<file path="config.mk">
export PLATFORM = sky130hd
export DESIGN_NAME = idm_merge
export DESIGN_NICKNAME = d
export VERILOG_FILES = /design/src/rtl/idm_pkg.sv /design/src/rtl/idm_merge.sv
export SDC_FILE = /design/constraint.sdc
export NUM_CORES = 1
export LEC_CHECK = 0
export BUFFER_PORTS_ARGS = -buffer_cell sky130_fd_sc_hd__buf_2
export CORE_MARGIN = 10
export CORE_UTILIZATION = 55
export DETAILED_ROUTE_END_ITERATION = 8
export PLACE_DENSITY = 0.8
export SLEW_MARGIN = 10
export SYNTH_ARGS = -nofsm -noshare
export SYNTH_HDL_FRONTEND = slang
export SYNTH_SLANG_ARGS = --single-unit
export TNS_END_PERCENT = 5
</file>
<file path="constraint.sdc">
create_clock -name clk -period 8.7 [get_ports clk]
set_clock_uncertainty 0.15 [all_clocks]
set_input_delay 0.87 -clock clk [delete_from_list [all_inputs] [get_ports clk]]
set_output_delay 0.87 -clock clk [all_outputs]
set_load 0.05 [all_outputs]
</file>
<file path="src/rtl/idm_pkg.sv">
// Shared constants, types and helpers for the int4 dequantising matrix-vector block.
`timescale 1ns / 1ps

package idm_pkg;

  localparam int MAX_COLS   = 256;
  localparam int MAX_ROWS   = 256;
  localparam int VALUE_BITS = 16;
  localparam int FRAC_BITS  = 12;

  localparam int NIB_W   = 4;
  localparam int PAIRS   = MAX_COLS / 2;
  localparam int PAIR_W  = $clog2(PAIRS);
  localparam int ROW_W   = $clog2(MAX_ROWS);
  localparam int CFG_W   = 9;
  localparam int LANE_W  = VALUE_BITS + NIB_W;
  localparam int SUM_W   = 28;
  localparam int PROD_W  = SUM_W + VALUE_BITS;
  localparam int RES_W   = 32;

  localparam logic [CFG_W-1:0] ROWS_RESET = CFG_W'(16);
  localparam logic [CFG_W-1:0] COLS_RESET = CFG_W'(32);

  localparam logic CFG_ACTIVE_ROWS = 1'b0;
  localparam logic CFG_ACTIVE_COLS = 1'b1;

  typedef enum logic [1:0] {
    ACT_LOAD_VEC   = 2'd0,
    ACT_LOAD_SCALE = 2'd1,
    ACT_WEIGHT     = 2'd2,
    ACT_NONE       = 2'd3
  } action_t;

  typedef enum logic [2:0] {
    ST_IDLE,
    ST_LANE,
    ST_MERGE,
    ST_SCALE,
    ST_OUT
  } state_t;

  // Control from the sequencer to the merge stage
  typedef struct packed {
    logic             clear;
    logic             add;
    logic             close_row;
    logic             scale;
    logic             emit;
    logic [ROW_W-1:0] row;
    logic             last;
  } merge_ctl_t;

  function automatic logic signed [NIB_W-1:0] nib_signed(input logic [NIB_W-1:0] n);
    nib_signed = $signed(n);
  endfunction

endpackage

</file>
<file path="src/rtl/idm_merge.sv">
// Merge stage: adds the lane products into the row sum, scales a finished row, holds the result.
`timescale 1ns / 1ps

module idm_merge
  import idm_pkg::*;
(
  input  logic                         clk,
  input  logic                         rst_n,
  input  merge_ctl_t                   ctl,
  input  logic signed [LANE_W-1:0]     prod_even,
  input  logic signed [LANE_W-1:0]     prod_odd,
  input  logic signed [VALUE_BITS-1:0] scale,
  output logic                         out_free,
  output logic                         out_valid,
  input  logic                         out_ready,
  output logic [ROW_W-1:0]             out_row_number,
  output logic signed [RES_W-1:0]      out_row_result,
  output logic                         out_last
);

  logic signed [SUM_W-1:0]  row_sum_r;
  logic signed [SUM_W-1:0]  sum_nxt;
  logic signed [SUM_W-1:0]  fin_r;
  logic signed [PROD_W-1:0] mul_r;
  logic signed [PROD_W-1:0] mul_nxt;
  logic                     valid_r;
  logic [ROW_W-1:0]         row_r;
  logic signed [RES_W-1:0]  res_r;
  logic                     last_r;

  assign sum_nxt = row_sum_r + SUM_W'(prod_even) + SUM_W'(prod_odd);
  assign mul_nxt = fin_r * scale;

  always_ff @(posedge clk) begin
    if (!rst_n) begin
      row_sum_r <= '0;
    end else if (ctl.clear) begin
      row_sum_r <= '0;
    end else if (ctl.add) begin
      row_sum_r <= ctl.close_row ? '0 : sum_nxt;
    end
  end

  always_ff @(posedge clk) begin
    if (ctl.add && ctl.close_row) begin
      fin_r <= sum_nxt;
    end
    if (ctl.scale) begin
      mul_r <= mul_nxt;
    end
  end

  // Output register: floor shift of the scaled sum, low word kept
  always_ff @(posedge clk) begin
    if (!rst_n) begin
      valid_r <= 1'b0;
    end else if (ctl.emit) begin
      valid_r <= 1'b1;
    end else if (out_ready) begin
      valid_r <= 1'b0;
    end
  end

  always_ff @(posedge clk) begin
    if (ctl.emit) begin
      row_r  <= ctl.row;
      res_r  <= mul_r[FRAC_BITS +: RES_W];
      last_r <= ctl.last;
    end
  end

  assign out_free       = !valid_r || out_ready;
  assign out_valid      = valid_r;
  assign out_row_number = row_r;
  assign out_row_result = res_r;
  assign out_last       = last_r;

endmodule

</file>
==> summary.txt <==
Drt
  • Residual DRC count: 0
  • Wire length on met3: approximately 4000 um
  • Pre-Repair DR Iteration Count: 7
  • Final ANT Viol Nets: 0
  • DR vias/cell: about 5.4
  • Vias post-DR: between 10000 and 15000
  • Max layer used: met5
  • Initial DRC count: around 990
  • WL/cell: about 18 um
  • Met2 WL post-DR: about 25000 um
  • DRT met1 WL: between 15000 and 20000 um
  • Post-Route WL: around 50000 um

Floorplanning
  • Core ar.: 38600 um2
  • I/O pin cnt: between 100 and 150
  • Starting density of the core: 0.555
  • Die span in y: 217 um
  • Row count: 72
  • Die extent in x: ~220 um
  • Die ar.: approximately 47000 um2

Clock network
  • Num CTS Buffers: 17
  • CTS tree: done
  • Clk Latency, worst-skew pair: around 0.46 ns
  • Clock root cell: clkbuf_16
  • CTS Hold Buffers Added: 0
  • Worst-path clk slew: ~0.07 ns
  • CTS HTree Levels: 4
  • Post-CTS resize count: 0
  • Clock tree buffer depth: 2
  • Setup bufs post-CTS: 0
  • # clock sinks: 130

Placement
  • Gpl congestion: about 0.9
  • I/O Buffers: around 120
  • Post-DP HPWL: approximately 39000 um
  • Pre-CTS setup slack: around 0.94 ns
  • DP Cell Count: about 2700

Finish
  • P&R area growth vs syn: 7.07%
  • Commonest non-fill, non-tap cells in the layout: inv_1 (489), fa_1 (457), nand2_1 (267)
  • # nets final: around 2900
  • Most common cell after layout, fill and taps aside: inv_1
  • Final core occ: 0.594
  • Final Non-Filler Cells: 2752
  • Fill cells: ~3200
  • Share of cells above drive strength 1: 0.0757

Timing
  • Relative slew margins: 0.294
  • Fin crit share: 0.842
  • Setup Total Neg Slack: 0 ns
  • Fmax: between 100 and 150 MHz
  • Slew @ Worst Pin: ~1.1 ns
  • Tmin final: between 7 and 8 ns
  • Setup violators final: 0
  • Number of hold violations in the final report: 0
  • RSZ-0062 raised after global routing: false
  • Fin. max-slew vios: 0
  • Final worst setup slack: between 1 and 1.5 ns

Yosys
  • Area leader, netlist: fa_1
  • Register area share after synthesis: 0.169
  • Synthesized flop and latch total: 130
  • Yosys cell types: 57
  • Ys flop type: edfxtp_1
  • Warnings from Yosys: 0
  • Share of flip-flops with an asynchronous set or reset: 0
  • Synthesized area: ~21000 um2
  • Post-synth EDFFs: about 100
  • Mean Syn Cell Area: roughly 9.9 um2
  • Area fraction of the dominant cell type after synthesis: 0.428
  • Post-synth net total: 2825
  • Top cells by area, synth: fa_1 (43%), edfxtp_1 (14%), inv_1 (8.6%), ha_1 (7.6%), and2_1 (5.1%)
  • Cell count after synthesis: between 2000 and 2500

Outcome
  • Status: finished, final reports clean

Critical path
  • Crit-path max FO: 28
  • Nature of the critical path startpoint: input port
  • Critical path endpoint category: flop
  • Crit Path Category: input port to flop
  • Req. time, crit path: between 8 and 9 ns
  • Critical path arrival: 7.37 ns

Global routing
  • Largest net degree at the start of global routing: 43
  • Gr usage total: 0.223
  • First-pass GRT wire length: 84300 um
  • Vias in the first global route: approximately 17000
  • GRT Residual Overflow: 0
  • Initial antenna violation count: 2

Hold path
  • Hold Path Class: flop to flop

Run
  • Max cap viols: 0
-- per-layer routing --
layer / track usage / up-vias
met5: 0 / -
met4: 0.0916 / 2
met3: 0.0521 / 130
met2: 0.386 / 596
met1: 0.264 / 7606
li1: - / 6618
-- per-stage QoR --
step	cell area, um2	hold WS, ns
4_1_cts	22900	0.271
5_1_grt	22900	0.274
3_3_place_gp	22300	0.252
6_report	22900	0.269
2_1_floorplan	21400	0.250
3_5_place_dp	22300	0.255
-- critical path: stages --
cell and delay (ns):
buf_2 0.47, nand2_1 0.20, inv_1 0.16, fa_1 0.46
fa_1 0.58, inv_1 0.06, fa_1 0.50, inv_1 0.06
fa_1 0.49, fa_1 0.49, inv_1 0.05, fa_1 0.47
inv_1 0.04, ha_1 0.34, nand2_1 0.22, nor3_1 0.58
nand4_1 0.32, a31oi_1 0.28, a211oi_2 0.13, o21ai_0 0.30
a21oi_1 0.13, xnor2_1 0.13
-- sequential cells by signal, summed over array words and instances (netlist names) --
name            cells
fin_r              28
row_sum_r          28
out_valid           1
out_row_number      8
out_row_result     32
out_last            1
mul_r              32
-- cells in the mapped netlist (6+ instances only) --
library cell / count
nand2b_1: 21
a31oi_1: 6
and2_1: 176
edfxtp_1: 101
xnor2_1: 47
a21oi_1: 74
and3_1: 7
nand3_1: 10
o21ai_0: 24
o21bai_1: 10
xor2_1: 15
nor2_1: 74
nor3_1: 13
a21o_1: 28
ha_1: 130
clkbuf_1: 79
dfxtp_1: 29
o21a_1: 12
nor2b_1: 28
nand2_1: 267
fa_1: 457
nand4_1: 6
inv_1: 489
-- cell type report --
class	instances	area [um2]	share of cell area
antenna	1	2.50	0.000109
timing repair buffer	120	613	0.0268
inverter	489	1840	0.0802
sequential	130	3610	0.158
clock buffer	17	425	0.0186
clock inverter	15	140	0.00612
tap	518	648	0.0283
multi-input combinational	1462	15600	0.682
-- final timing paths --
kind	start	end	cells after the start	slack (ns)
max	scale[1]	mul_r[39]	22	1.38
min	mul_r[20]	out_row_result[8]	0	0.27
max reg2reg	fin_r[27]	mul_r[39]	21	1.60
min reg2reg	mul_r[20]	out_row_result[8]	0	0.27
-- cell families (layout without fill, tap and decap cells) --
| kind of cell | Yosys count | after routing | synth area share |
|---|---|---|---|
| compound gates | 190 | 190 | 0.0583 |
| xor+xnor | 62 | 62 | 0.0254 |
| fa+ha+maj | 587 | 587 | 0.504 |
| buf+inv | 573 | 641 | 0.101 |
| flops | 130 | 130 | 0.169 |
| other cells | 0 | 1 | 0 |
| simple gates | 623 | 623 | 0.143 |
Power is left out: the tool's default activity adds up to more than one toggle a clock period on the data nets, which glitch-free logic cannot reach.
