<file path="src/rtl/idm_pkg.sv">
// Shared constants, types and helpers for the int4 dequantising matrix-vector block.
`timescale 1ns / 1ps

package idm_pkg;

  localparam int MAX_COLS   = 256;
  localparam int MAX_ROWS   = 256;
  localparam int VALUE_BITS = 16;
  localparam int FRAC_BITS  = 12;

  localparam int NIB_W   = 4;
  localparam int PAIRS   = MAX_COLS / 2;
  localparam int PAIR_W  = $clog2(PAIRS);
  localparam int ROW_W   = $clog2(MAX_ROWS);
  localparam int CFG_W   = 9;
  localparam int LANE_W  = VALUE_BITS + NIB_W;
  localparam int SUM_W   = 28;
  localparam int PROD_W  = SUM_W + VALUE_BITS;
  localparam int RES_W   = 32;

  localparam logic [CFG_W-1:0] ROWS_RESET = CFG_W'(16);
  localparam logic [CFG_W-1:0] COLS_RESET = CFG_W'(32);

  localparam logic CFG_ACTIVE_ROWS = 1'b0;
  localparam logic CFG_ACTIVE_COLS = 1'b1;

  typedef enum logic [1:0] {
    ACT_LOAD_VEC   = 2'd0,
    ACT_LOAD_SCALE = 2'd1,
    ACT_WEIGHT     = 2'd2,
    ACT_NONE       = 2'd3
  } action_t;

  typedef enum logic [2:0] {
    ST_IDLE,
    ST_LANE,
    ST_MERGE,
    ST_SCALE,
    ST_OUT
  } state_t;

  // Control from the sequencer to the merge stage
  typedef struct packed {
    logic             clear;
    logic             add;
    logic             close_row;
    logic             scale;
    logic             emit;
    logic [ROW_W-1:0] row;
    logic             last;
  } merge_ctl_t;

  function automatic logic signed [NIB_W-1:0] nib_signed(input logic [NIB_W-1:0] n);
    nib_signed = $signed(n);
  endfunction

endpackage

</file>
<file path="src/rtl/idm_lane.sv">
// One multiply lane: signed 4-bit weight times a Q3.12 vector element, registered.
`timescale 1ns / 1ps

module idm_lane
  import idm_pkg::*;
(
  input  logic                         clk,
  input  logic                         en,
  input  logic [NIB_W-1:0]             nibble,
  input  logic signed [VALUE_BITS-1:0] elem,
  output logic signed [LANE_W-1:0]     prod
);

  logic signed [LANE_W-1:0] prod_r;
  logic signed [LANE_W-1:0] prod_nxt;

  assign prod_nxt = LANE_W'(nib_signed(nibble)) * LANE_W'(elem);

  always_ff @(posedge clk) begin
    if (en) begin
      prod_r <= prod_nxt;
    end
  end

  assign prod = prod_r;

endmodule

</file>
<file path="config.mk">
export PLATFORM = sky130hd
export DESIGN_NAME = idm_lane
export DESIGN_NICKNAME = d
export VERILOG_FILES = /design/src/rtl/idm_pkg.sv /design/src/rtl/idm_lane.sv
export SDC_FILE = /design/constraint.sdc
export NUM_CORES = 1
export LEC_CHECK = 0
export ABC_AREA = 1
export BUFFER_PORTS_ARGS = -buffer_cell sky130_fd_sc_hd__buf_2
export CORE_AREA = 2 2 79 81
export DETAILED_ROUTE_END_ITERATION = 10
export DIE_AREA = 0 0 81 83
export GPL_ROUTABILITY_DRIVEN = 0
export HOLD_SLACK_MARGIN = 0.03
export PLACE_DENSITY = 0.75
export SLEW_MARGIN = 10
export SYNTH_ARGS = -nofsm -noshare
export SYNTH_HDL_FRONTEND = slang
export SYNTH_SLANG_ARGS = --single-unit
</file>
<file path="constraint.sdc">
create_clock -name clk -period 3.89 [get_ports clk]
set_clock_uncertainty 0.05 [all_clocks]
set_input_delay 0.5835 -clock clk [delete_from_list [all_inputs] [get_ports clk]]
set_output_delay 0.5835 -clock clk [all_outputs]
set_load 0.005 [all_outputs]
</file>
==> summary.txt, run 1 <==
Yosys
  • Ys flop type: edfxtp_1
  • Async set-reset flop share out of synthesis: 0%
  • Syn_nets: 494
  • Synth area leaders: fa_1, edfxtp_1, nand2_1
  • Synth warnings: 0
  • Leading cell types by count after synthesis: nand2_1, inv_1, ha_1
  • Sequential cell area fraction in the yosys report: 20.0%
  • Most common cell in the netlist: nand2_1
  • Cell Area, Synth: 0.00301 mm²
  • Mean post-synth cell area: 7.46 µm²
  • Synthesized netlist cell count: 403
  • Post-synth EDFFs: 20
  • Synth top area share: 22.0%
  • Synth area leader: fa_1
  • Count of different cell masters after synthesis: 22
  • Post-synthesis register bit count: 20

Die
  • Die height: 83 µm
  • Die width: a little over 80 µm
  • Num ports: 42
  • Starting density of the core: 51.7%
  • Core area: 0.00582 mm²
  • Die area: roughly 0.0067 mm²
  • Placement Rows: 28

GRT
  • Vias in the first global route: 2304
  • Global-route wire length before repair: between 9000 and 10000 µm
  • Gr usage total: around 18%
  • Initial antenna violation count: 0
  • GRT overflow: 0
  • Pin count of the biggest net entering global routing: 21

Final layout
  • Fillers: about 550
  • Largest register FFs: 20
  • Area Overhead vs Synth: 12.6%
  • Nets: approximately 540
  • Design Area, Final: 0.00339 mm²
  • Final Util: about 58%
  • Antenna diode count: 0
  • Share of cells above drive strength 1: 14.0%
  • Non-filler instance count after layout: 524

Routing
  • # DRC: 0
  • 1st-iter DRT viols: 65
  • 1st-pass router iterations: 4
  • ANT nets after route: 0
  • Routed WL per cell: 10.4 µm
  • Avg Vias per Cell: 4.68
  • Vias: 2452
  • WL final: 5470 µm

Worst setup path
  • Worst setup SP type: primary input
  • Critical Path End Type: register
  • Crit-path most repeated cell: nand2_1
  • CP cell instances: buf_2 -> inv_1 -> or2_2 -> fa_1 -> fa_1 -> inv_1 -> fa_1 -> ha_2 -> fa_2 -> nand2_1 -> nand2_1 -> nand3_1 -> nand2_2 -> nand2_1 -> nand2_1 -> nand2_1 -> nand2_1
  • WP data required: 3850 ps
  • Max FO, Critical Path: 3
  • Critical path class: primary input to register
  • CP max stage delay: approximately 540 ps
  • CP bufs+invs: 3
  • Critical Path AT: 3650 ps
  • Slowest-stage cell, CP: fa_1
  • Worst path top cell family by delay: adder cells
  • Critical path depth: 17

Pwr
  • Total Power: roughly 1.2 mW
  • Cell area power density: 364 mW/mm²
  • Lkg Pwr: roughly 2.2 nW
  • Peak supply drop: approximately 0.17 mV

STA
  • Final hold slack: 684 ps
  • F_max: between 200 and 300 MHz
  • RSZ-0062 raised after global routing: false
  • Slew @ Worst Pin: 423 ps
  • Max-slew violation count: 0
  • Max_slew headroom: 71.8%
  • Final setup viols: 0
  • Fin. Hold Viols: 0
  • Final period utilization: a little over nine tenths
  • Min Tclk post-route: about 3700 ps

Worst hold path
  • Hold Path Sink: prod[0]
  • Hold Path Class: primary input to register
  • Hold Crit Depth: 4
  • Worst Hold Launch: elem[0]

CTS
  • Reg clk slew, reported paths: 60 ps
  • CTS Sinks: 20
  • Clock root buffer: clkbuf_8
  • # resized after CTS: 0
  • Total CTS buffers: 3
  • CTS Buffer Depth: 2
  • CTS tree: done
  • Postcts setup bufs: 0
  • H-tree depth: 1
  • Hold buffers post-CTS: 0

Flow run
  • MaxCap Viol Count: 0

Place
  • I/O Buffers: a little over 40
  • Area after DPL: roughly 0.0033 mm²
  • Placed insts: 520
  • Detailed Place HPWL: 4810 µm

Run status
  • Outcome: completed
-- placed cells by master, fill, tap and decap left out, drive strengths merged --
cell	Yosys	routed
clkbuf	4	3
or2	2	2
xnor2	1	1
nor2	21	21
a21oi	9	9
nand3b	1	1
nand2	149	149
nand4	1	1
inv	98	98
buf	3	49
clkinv	0	1
fa	33	33
ha	36	36
edfxtp	20	20
xor2	7	7
nand3	13	13
o21ai	1	1
nor3	4	4
-- worst min-delay path, delay by kind of cell --
kind | cells | cell delay (ps)
simple gates | 1 | 60
buf+inv | 3 | 250
-- where the power goes --
part | total (mW) | switching, mW | internal [mW]
Clock | 0.131 | 0.0606 | 0.0702
Combinational | 0.751 | 0.451 | 0.300
Sequential | 0.350 | 0.0127 | 0.337
Total | 1.23 | 0.524 | 0.708
-- final cells by class --
class / instances / area, µm² / area share (%)
Sequential cell: 20 / 601 / 17.7
Multi-Input combinational cell: 278 / 2010 / 59.5
Clock buffer: 3 / 41.3 / 1.22
Tap cell: 75 / 93.8 / 2.77
Inverter: 98 / 368 / 10.9
Timing Repair Buffer: 49 / 265 / 7.83
Clock inverter: 1 / 3.75 / 0.111
-- per-stage QoR --
step / setup TNS, ps / setup slack (ps)
2_1_floorplan: 0 / 4.16
3_3_place_gp: -385 / -106
3_5_place_dp: -816 / -182
4_1_cts: 0 / 97.7
5_1_grt: 0 / 8.46
6_report: 0 / 203
-- cells by family after synthesis --
family	count (synthesis)	synth area share, %
fa+ha+maj	69	37.0
flops	20	20.0
simple gates	191	25.8
compound gates	10	1.66
xor+xnor	8	2.33
buf+inv	105	13.2
-- layer usage --
layer	vias to the layer above	share of wire (%)	GRT usage [%]
met1	1115	50	25.3
met2	46	45	29.5
met3	4	3.3	0.652
met5	-	0	0
met4	0	1.2	4.93
li1	1287	-	-
-- worst max path at each step --
stage | start | endpoint | slack (ps)
after global routing | nibble[3] | prod[19] | 8
after global placement | nibble[3] | prod[19] | -110
after CTS | nibble[3] | prod[19] | 100
after floorplan | nibble[3] | prod[19] | 4
after detailed placement | nibble[3] | prod[19] | -180
final | nibble[3] | prod[19] | 200
(Power assumes the default switching activity.)
==> run 2: changes to the inputs <==
--- a/config.mk
+++ b/config.mk
@@ -7,12 +7,12 @@
 export LEC_CHECK = 0
 export ABC_AREA = 1
 export BUFFER_PORTS_ARGS = -buffer_cell sky130_fd_sc_hd__buf_2
-export CORE_AREA = 2 2 79 81
+export CORE_AREA = 2 2 101 64
 export DETAILED_ROUTE_END_ITERATION = 10
-export DIE_AREA = 0 0 81 83
+export DIE_AREA = 0 0 103 66
 export GPL_ROUTABILITY_DRIVEN = 0
 export HOLD_SLACK_MARGIN = 0.03
-export PLACE_DENSITY = 0.75
+export PLACE_DENSITY = 0.76
 export SLEW_MARGIN = 10
 export SYNTH_ARGS = -nofsm -noshare
 export SYNTH_HDL_FRONTEND = slang
==> run 2 against run 1 <==
Critical path depth did not move. Combinational power rose by 4.0%. Total power up 9.3%. Largest power group unchanged. First-iteration DRC count up 63%. Global-route usage increased by 2.6 points. Die area grew 1.1%. Clock-buffer cell count stayed put. Clock power is 64% higher. Sequential share of layout area decreased by 0.25 points. Sequential cell count did not move. Via count increased by 3.4%. Highest routed layer unchanged.
==> summary.txt, run 2 (synthesis gave the netlist of run 1 again) <==
CTS
  • Reg clk slew, reported paths: 90 ps
  • Hold buffers post-CTS: 0
  • H-tree depth: 1
  • Total CTS buffers: 3
  • # resized after CTS: 0
  • CTS Buffer Depth: 2
  • CTS Sinks: 20
  • Postcts setup bufs: 0
  • Clock root buffer: clkbuf_8
  • CTS tree: done

Worst setup path
  • WP data required: 3870 ps
  • Critical path class: primary input to register
  • Critical Path AT: 3700 ps
  • Worst setup SP type: primary input
  • Critical Path End Type: register
  • Max FO, Critical Path: 3

STA
  • Max-slew violation count: 0
  • RSZ-0062 raised after global routing: false
  • F_max: 268 MHz
  • Slew @ Worst Pin: 474 ps
  • Final hold slack: 653 ps
  • Min Tclk post-route: 3720 ps
  • Max_slew headroom: around two thirds
  • Fin. Hold Viols: 0
  • Final setup viols: 0
  • Final period utilization: 95.8%
  • Sum Neg Setup Slack: 0 ps

GRT
  • Gr usage total: 20.4%
  • Pin count of the biggest net entering global routing: 21
  • GRT overflow: 0
  • Global-route wire length before repair: 10700 µm
  • Initial antenna violation count: 0
  • Vias in the first global route: approximately 2400

Die
  • Starting density of the core: 51.0%
  • Placement Rows: 22
  • Die height: roughly 66 µm
  • Core area: about 0.0059 mm²
  • Die width: ~100 µm
  • Die area: 0.00680 mm²
  • Num ports: 42

Place
  • Detailed Place HPWL: 5440 µm
  • I/O Buffers: 41
  • Placed insts: 530

Routing
  • Uppermost layer routed: met4
  • # DRC: 0
  • Avg Vias per Cell: approximately 4.7
  • 1st-pass router iterations: 5
  • ANT nets after route: 0
  • Vias: approximately 2500
  • 1st-iter DRT viols: 106
  • M1 WL: 3290 µm
  • Routed WL per cell: 11.9 µm
  • WL final: 6340 µm
  • DR WL met3: 419 µm
  • Met2 wire length: 2530 µm

Flow run
  • MaxCap Viol Count: 0

Final layout
  • Nets: roughly 540
  • Largest register FFs: 20
  • Area Overhead vs Synth: 14.2%
  • Most frequent cells in the layout: nand2_1, inv_1, buf_2
  • Fillers: 548
  • Antenna diode count: 0
  • Most common cell after layout, fill and taps aside: nand2_1
  • Non-filler instance count after layout: 534
  • Share of cells above drive strength 1: 14.7%

Worst hold path
  • Worst Hold Launch: elem[0]
  • Hold Path Class: primary input to register
  • Hold Path Sink: prod[0]
  • Hold Crit Depth: 4

Pwr
  • Peak supply drop: 0.165 mV
  • Lkg Pwr: 2.19 nW
  • Cell area power density: about 390 mW/mm²
  • Total Power: 1.35 mW

Run status
  • Outcome: completed
## run 2: cell count changes in the layout (fill, tap and decap cells not counted), sizes merged
cell,previous run,this run
bufinv,0,1
buf,49,50
clkinv,1,0
## run 2: critical path, cell delays in order
cell and delay (ps):
buf_2 100, inv_1 50, or2_2 270, fa_1 480, fa_1 550, inv_1 60, fa_1 460, ha_2 210
fa_2 340, nand2_1 90, nand2_2 70, nand3_1 100, nand2_2 90, nand2_1 90, nand2_1 50, nand2_1 60
nand2_1 50
## run 2: routing by layer
metal / global-route usage [%] / vias to the layer above
met5: 0 / -
met4: 4.93 / 0
met3: 2.64 / 11
met2: 29.8 / 93
met1: 31.7 / 1142
li1: - / 1290
## run 2: report_power, final
part	leakage (nW)	switching [mW]	total, mW	internal (mW)
Sequential	0.195	0.0132	0.350	0.337
Combinational	1.96	0.475	0.781	0.306
Clock	0.0357	0.0780	0.215	0.137
## run 2: how the worst max path moves through the flow
| stage | startpoint | endpoint | slack, ps | depth (start not counted) |
|---|---|---|---|---|
| global route | nibble[3] | prod[19] | 20 | 17 |
| CTS | nibble[3] | prod[19] | 70 | 17 |
| detailed placement | nibble[3] | prod[19] | -220 | 17 |
| floorplan | nibble[3] | prod[19] | 4 | 16 |
| global placement | elem[0] | prod[19] | -140 | 16 |
| finish | nibble[3] | prod[19] | 170 | 17 |
## run 2: through the flow
step | instance area, µm² | worst slack [ps] | util [%]
after floorplan | 3020 | 4.16 | -
after global placement | 3360 | -136 | 57.0
after detailed placement | 3360 | -222 | 57.0
after CTS | 3430 | 73.5 | 58.2
after global routing | 3430 | 18.0 | 58.3
final | 3430 | 165 | 58.3
## run 2: layout make-up
type                       instances  area (µm²)  area share (%)
tap                               84         105            3.06
inverter                          98         368            10.7
sequential                        20         601            17.5
multi-input combinational        278        2020            58.7
clock inverter                     1        30.0           0.875
timing repair buffer              50         273            7.94
clock buffer                       3        41.3            1.20
==> run 3: changes to the inputs <==
--- a/config.mk
+++ b/config.mk
@@ -13,6 +13,7 @@
 export GPL_ROUTABILITY_DRIVEN = 0
 export HOLD_SLACK_MARGIN = 0.03
 export PLACE_DENSITY = 0.76
+export REMOVE_ABC_BUFFERS = 1
 export SLEW_MARGIN = 10
 export SYNTH_ARGS = -nofsm -noshare
 export SYNTH_HDL_FRONTEND = slang
==> run 3 against run 2 <==
First-iteration DRC count increased by 18%. Highest routed layer unchanged. Maximum frequency up 0.88%. Combinational power hardly changed. Sequential cell count did not move. Critical path depth is the same. Global-route usage is 0.054 points lower. Sequential share of layout area rose by 0.090 points. Worst hold slack better by 39 ps. Cell area down 0.51%. Via count shrank 2.8%. Wire length is 4.7% lower. Clock-buffer cell count is the same. Critical endpoint is now prod[17].
==> summary.txt, run 3 (synthesis gave the netlist of run 1 again) <==
Final layout
  • Final Util: 58.0%
  • Design Area, Final: 0.00342 mm²
  • Most frequent cells in the layout: nand2_1, inv_1, buf_2
  • Share of cells above drive strength 1: 14.9%
  • Nets: ~540
  • Area Overhead vs Synth: 13.6%
  • Antenna diode count: 0
  • Most common cell after layout, fill and taps aside: nand2_1
  • Largest register FFs: 20

STA
  • Min Tclk post-route: between 3000 and 4000 ps
  • Slew @ Worst Pin: 429 ps
  • Max-slew violation count: 0
  • Max_slew headroom: 71.4%
  • Final period utilization: 94.9%
  • F_max: 271 MHz
  • Final setup viols: 0
  • Fin. Hold Viols: 0

Worst setup path
  • Critical path class: primary input to register
  • CP cell instances: buf_2 -> inv_1 -> or2_2 -> fa_1 -> fa_1 -> inv_1 -> fa_1 -> ha_2 -> fa_2 -> nand2_1 -> nand2_2 -> nand3b_1 -> nand2_2 -> nand2_1 -> nand2_1 -> nand2_1 -> nand2_1
  • Critical path depth: 17
  • CP bufs+invs: 3
  • CP max stage delay: 560 ps
  • Worst path top cell family by delay: adder cells
  • Max FO, Critical Path: 3
  • WP data required: 3840 ps
  • Worst setup SP type: primary input
  • Critical Path AT: 3640 ps
  • Crit-path most repeated cell: nand2_1
  • Critical Path End Type: register
  • Slowest-stage cell, CP: fa_1

CTS
  • CTS Buffer Depth: 2
  • CTS tree: done
  • Reg clk slew, reported paths: 70 ps
  • Total CTS buffers: 3
  • H-tree depth: 1
  • Clock root buffer: clkbuf_8
  • CTS Sinks: 20

Die
  • Die width: between 100 and 150 µm
  • Core area: 0.00589 mm²
  • Num ports: 42
  • Starting density of the core: approximately half
  • Die height: 66 µm
  • Die area: roughly 0.0068 mm²
  • Placement Rows: 22

Flow run
  • MaxCap Viol Count: 0

Routing
  • Avg Vias per Cell: 4.62
  • WL final: 6040 µm
  • 1st-iter DRT viols: 125
  • ANT nets after route: 0
  • Routed WL per cell: 11.3 µm
  • 1st-pass router iterations: 4
  • Vias: around 2500
  • # DRC: 0

Place
  • Area after DPL: roughly 0.0034 mm²
  • Detailed Place HPWL: 5360 µm
  • I/O Buffers: 41

Worst hold path
  • Worst Hold Launch: elem[0]
  • Hold Path Sink: prod[0]
  • Hold Path Class: primary input to register
  • Hold Crit Depth: 4

GRT
  • Gr usage total: 20.3%
  • Vias in the first global route: 2411
  • Pin count of the biggest net entering global routing: 21
  • Global-route wire length before repair: roughly 11000 µm
  • Initial antenna violation count: 0
  • GRT overflow: 0

Pwr
  • Cell area power density: 369 mW/mm²
  • Peak supply drop: 0.143 mV
  • Lkg Pwr: 2.18 nW

Run status
  • Outcome: completed
## run 3: stage by stage
| step | setup slack [ps] | total power [mW] | std cells | hold slack, ps | TNS (ps) |
|---|---|---|---|---|---|
| 6_report | 198 | 1.26 | 534 | 692 | 0 |
| 2_1_floorplan | -130 | 0.881 | 396 | 646 | -587 |
| 3_3_place_gp | -128 | 1.10 | 530 | 925 | -481 |
| 5_1_grt | -3.12 | 1.41 | 534 | 718 | -3.12 |
| 4_1_cts | 14.4 | 1.26 | 533 | 682 | 0 |
| 3_5_place_dp | -237 | 1.13 | 530 | 924 | -1180 |
## run 3: layout make-up
class                           instances  area (µm²)
Tap cell                               84         105
Inverter                               98         368
Timing Repair Buffer                   51         280
Multi-Input combinational cell        278        2020
Fill cell                             569        2470
Sequential cell                        20         601
Clock buffer                            3        41.3
## run 3: where the power goes
| group | leakage [nW] | internal, mW | total (mW) | switching [mW] |
|---|---|---|---|---|
| Combinational | 1.97 | 0.306 | 0.784 | 0.478 |
| Clock | 0.0216 | 0.0685 | 0.125 | 0.0565 |
| Sequential | 0.195 | 0.337 | 0.351 | 0.0140 |
## run 3: worst max path at each step
stage	startpoint	end	slack (ps)
after floorplan	nibble[3]	prod[19]	-130
after global placement	nibble[3]	prod[19]	-130
after detailed placement	nibble[3]	prod[19]	-240
after CTS	nibble[3]	prod[19]	10
after global routing	nibble[3]	prod[19]	-3
final	nibble[3]	prod[17]	200
## run 3: timing repair
item | 4_1_cts | 5_1_grt
hold buffers | 0 | 0
endpoints found under the setup margin | 0 | 6
setup buffers | 0 | 1
gates resized for setup | 0 | 4
## run 3: layer usage
metal  routed length, µm  track usage (%)  vias up
met1                3280             32.1     1116
met5                   0                0        -
li1                    -                -     1288
met2                2380             30.8       60
met3                 341             1.59        2
met4                  36             3.45        0
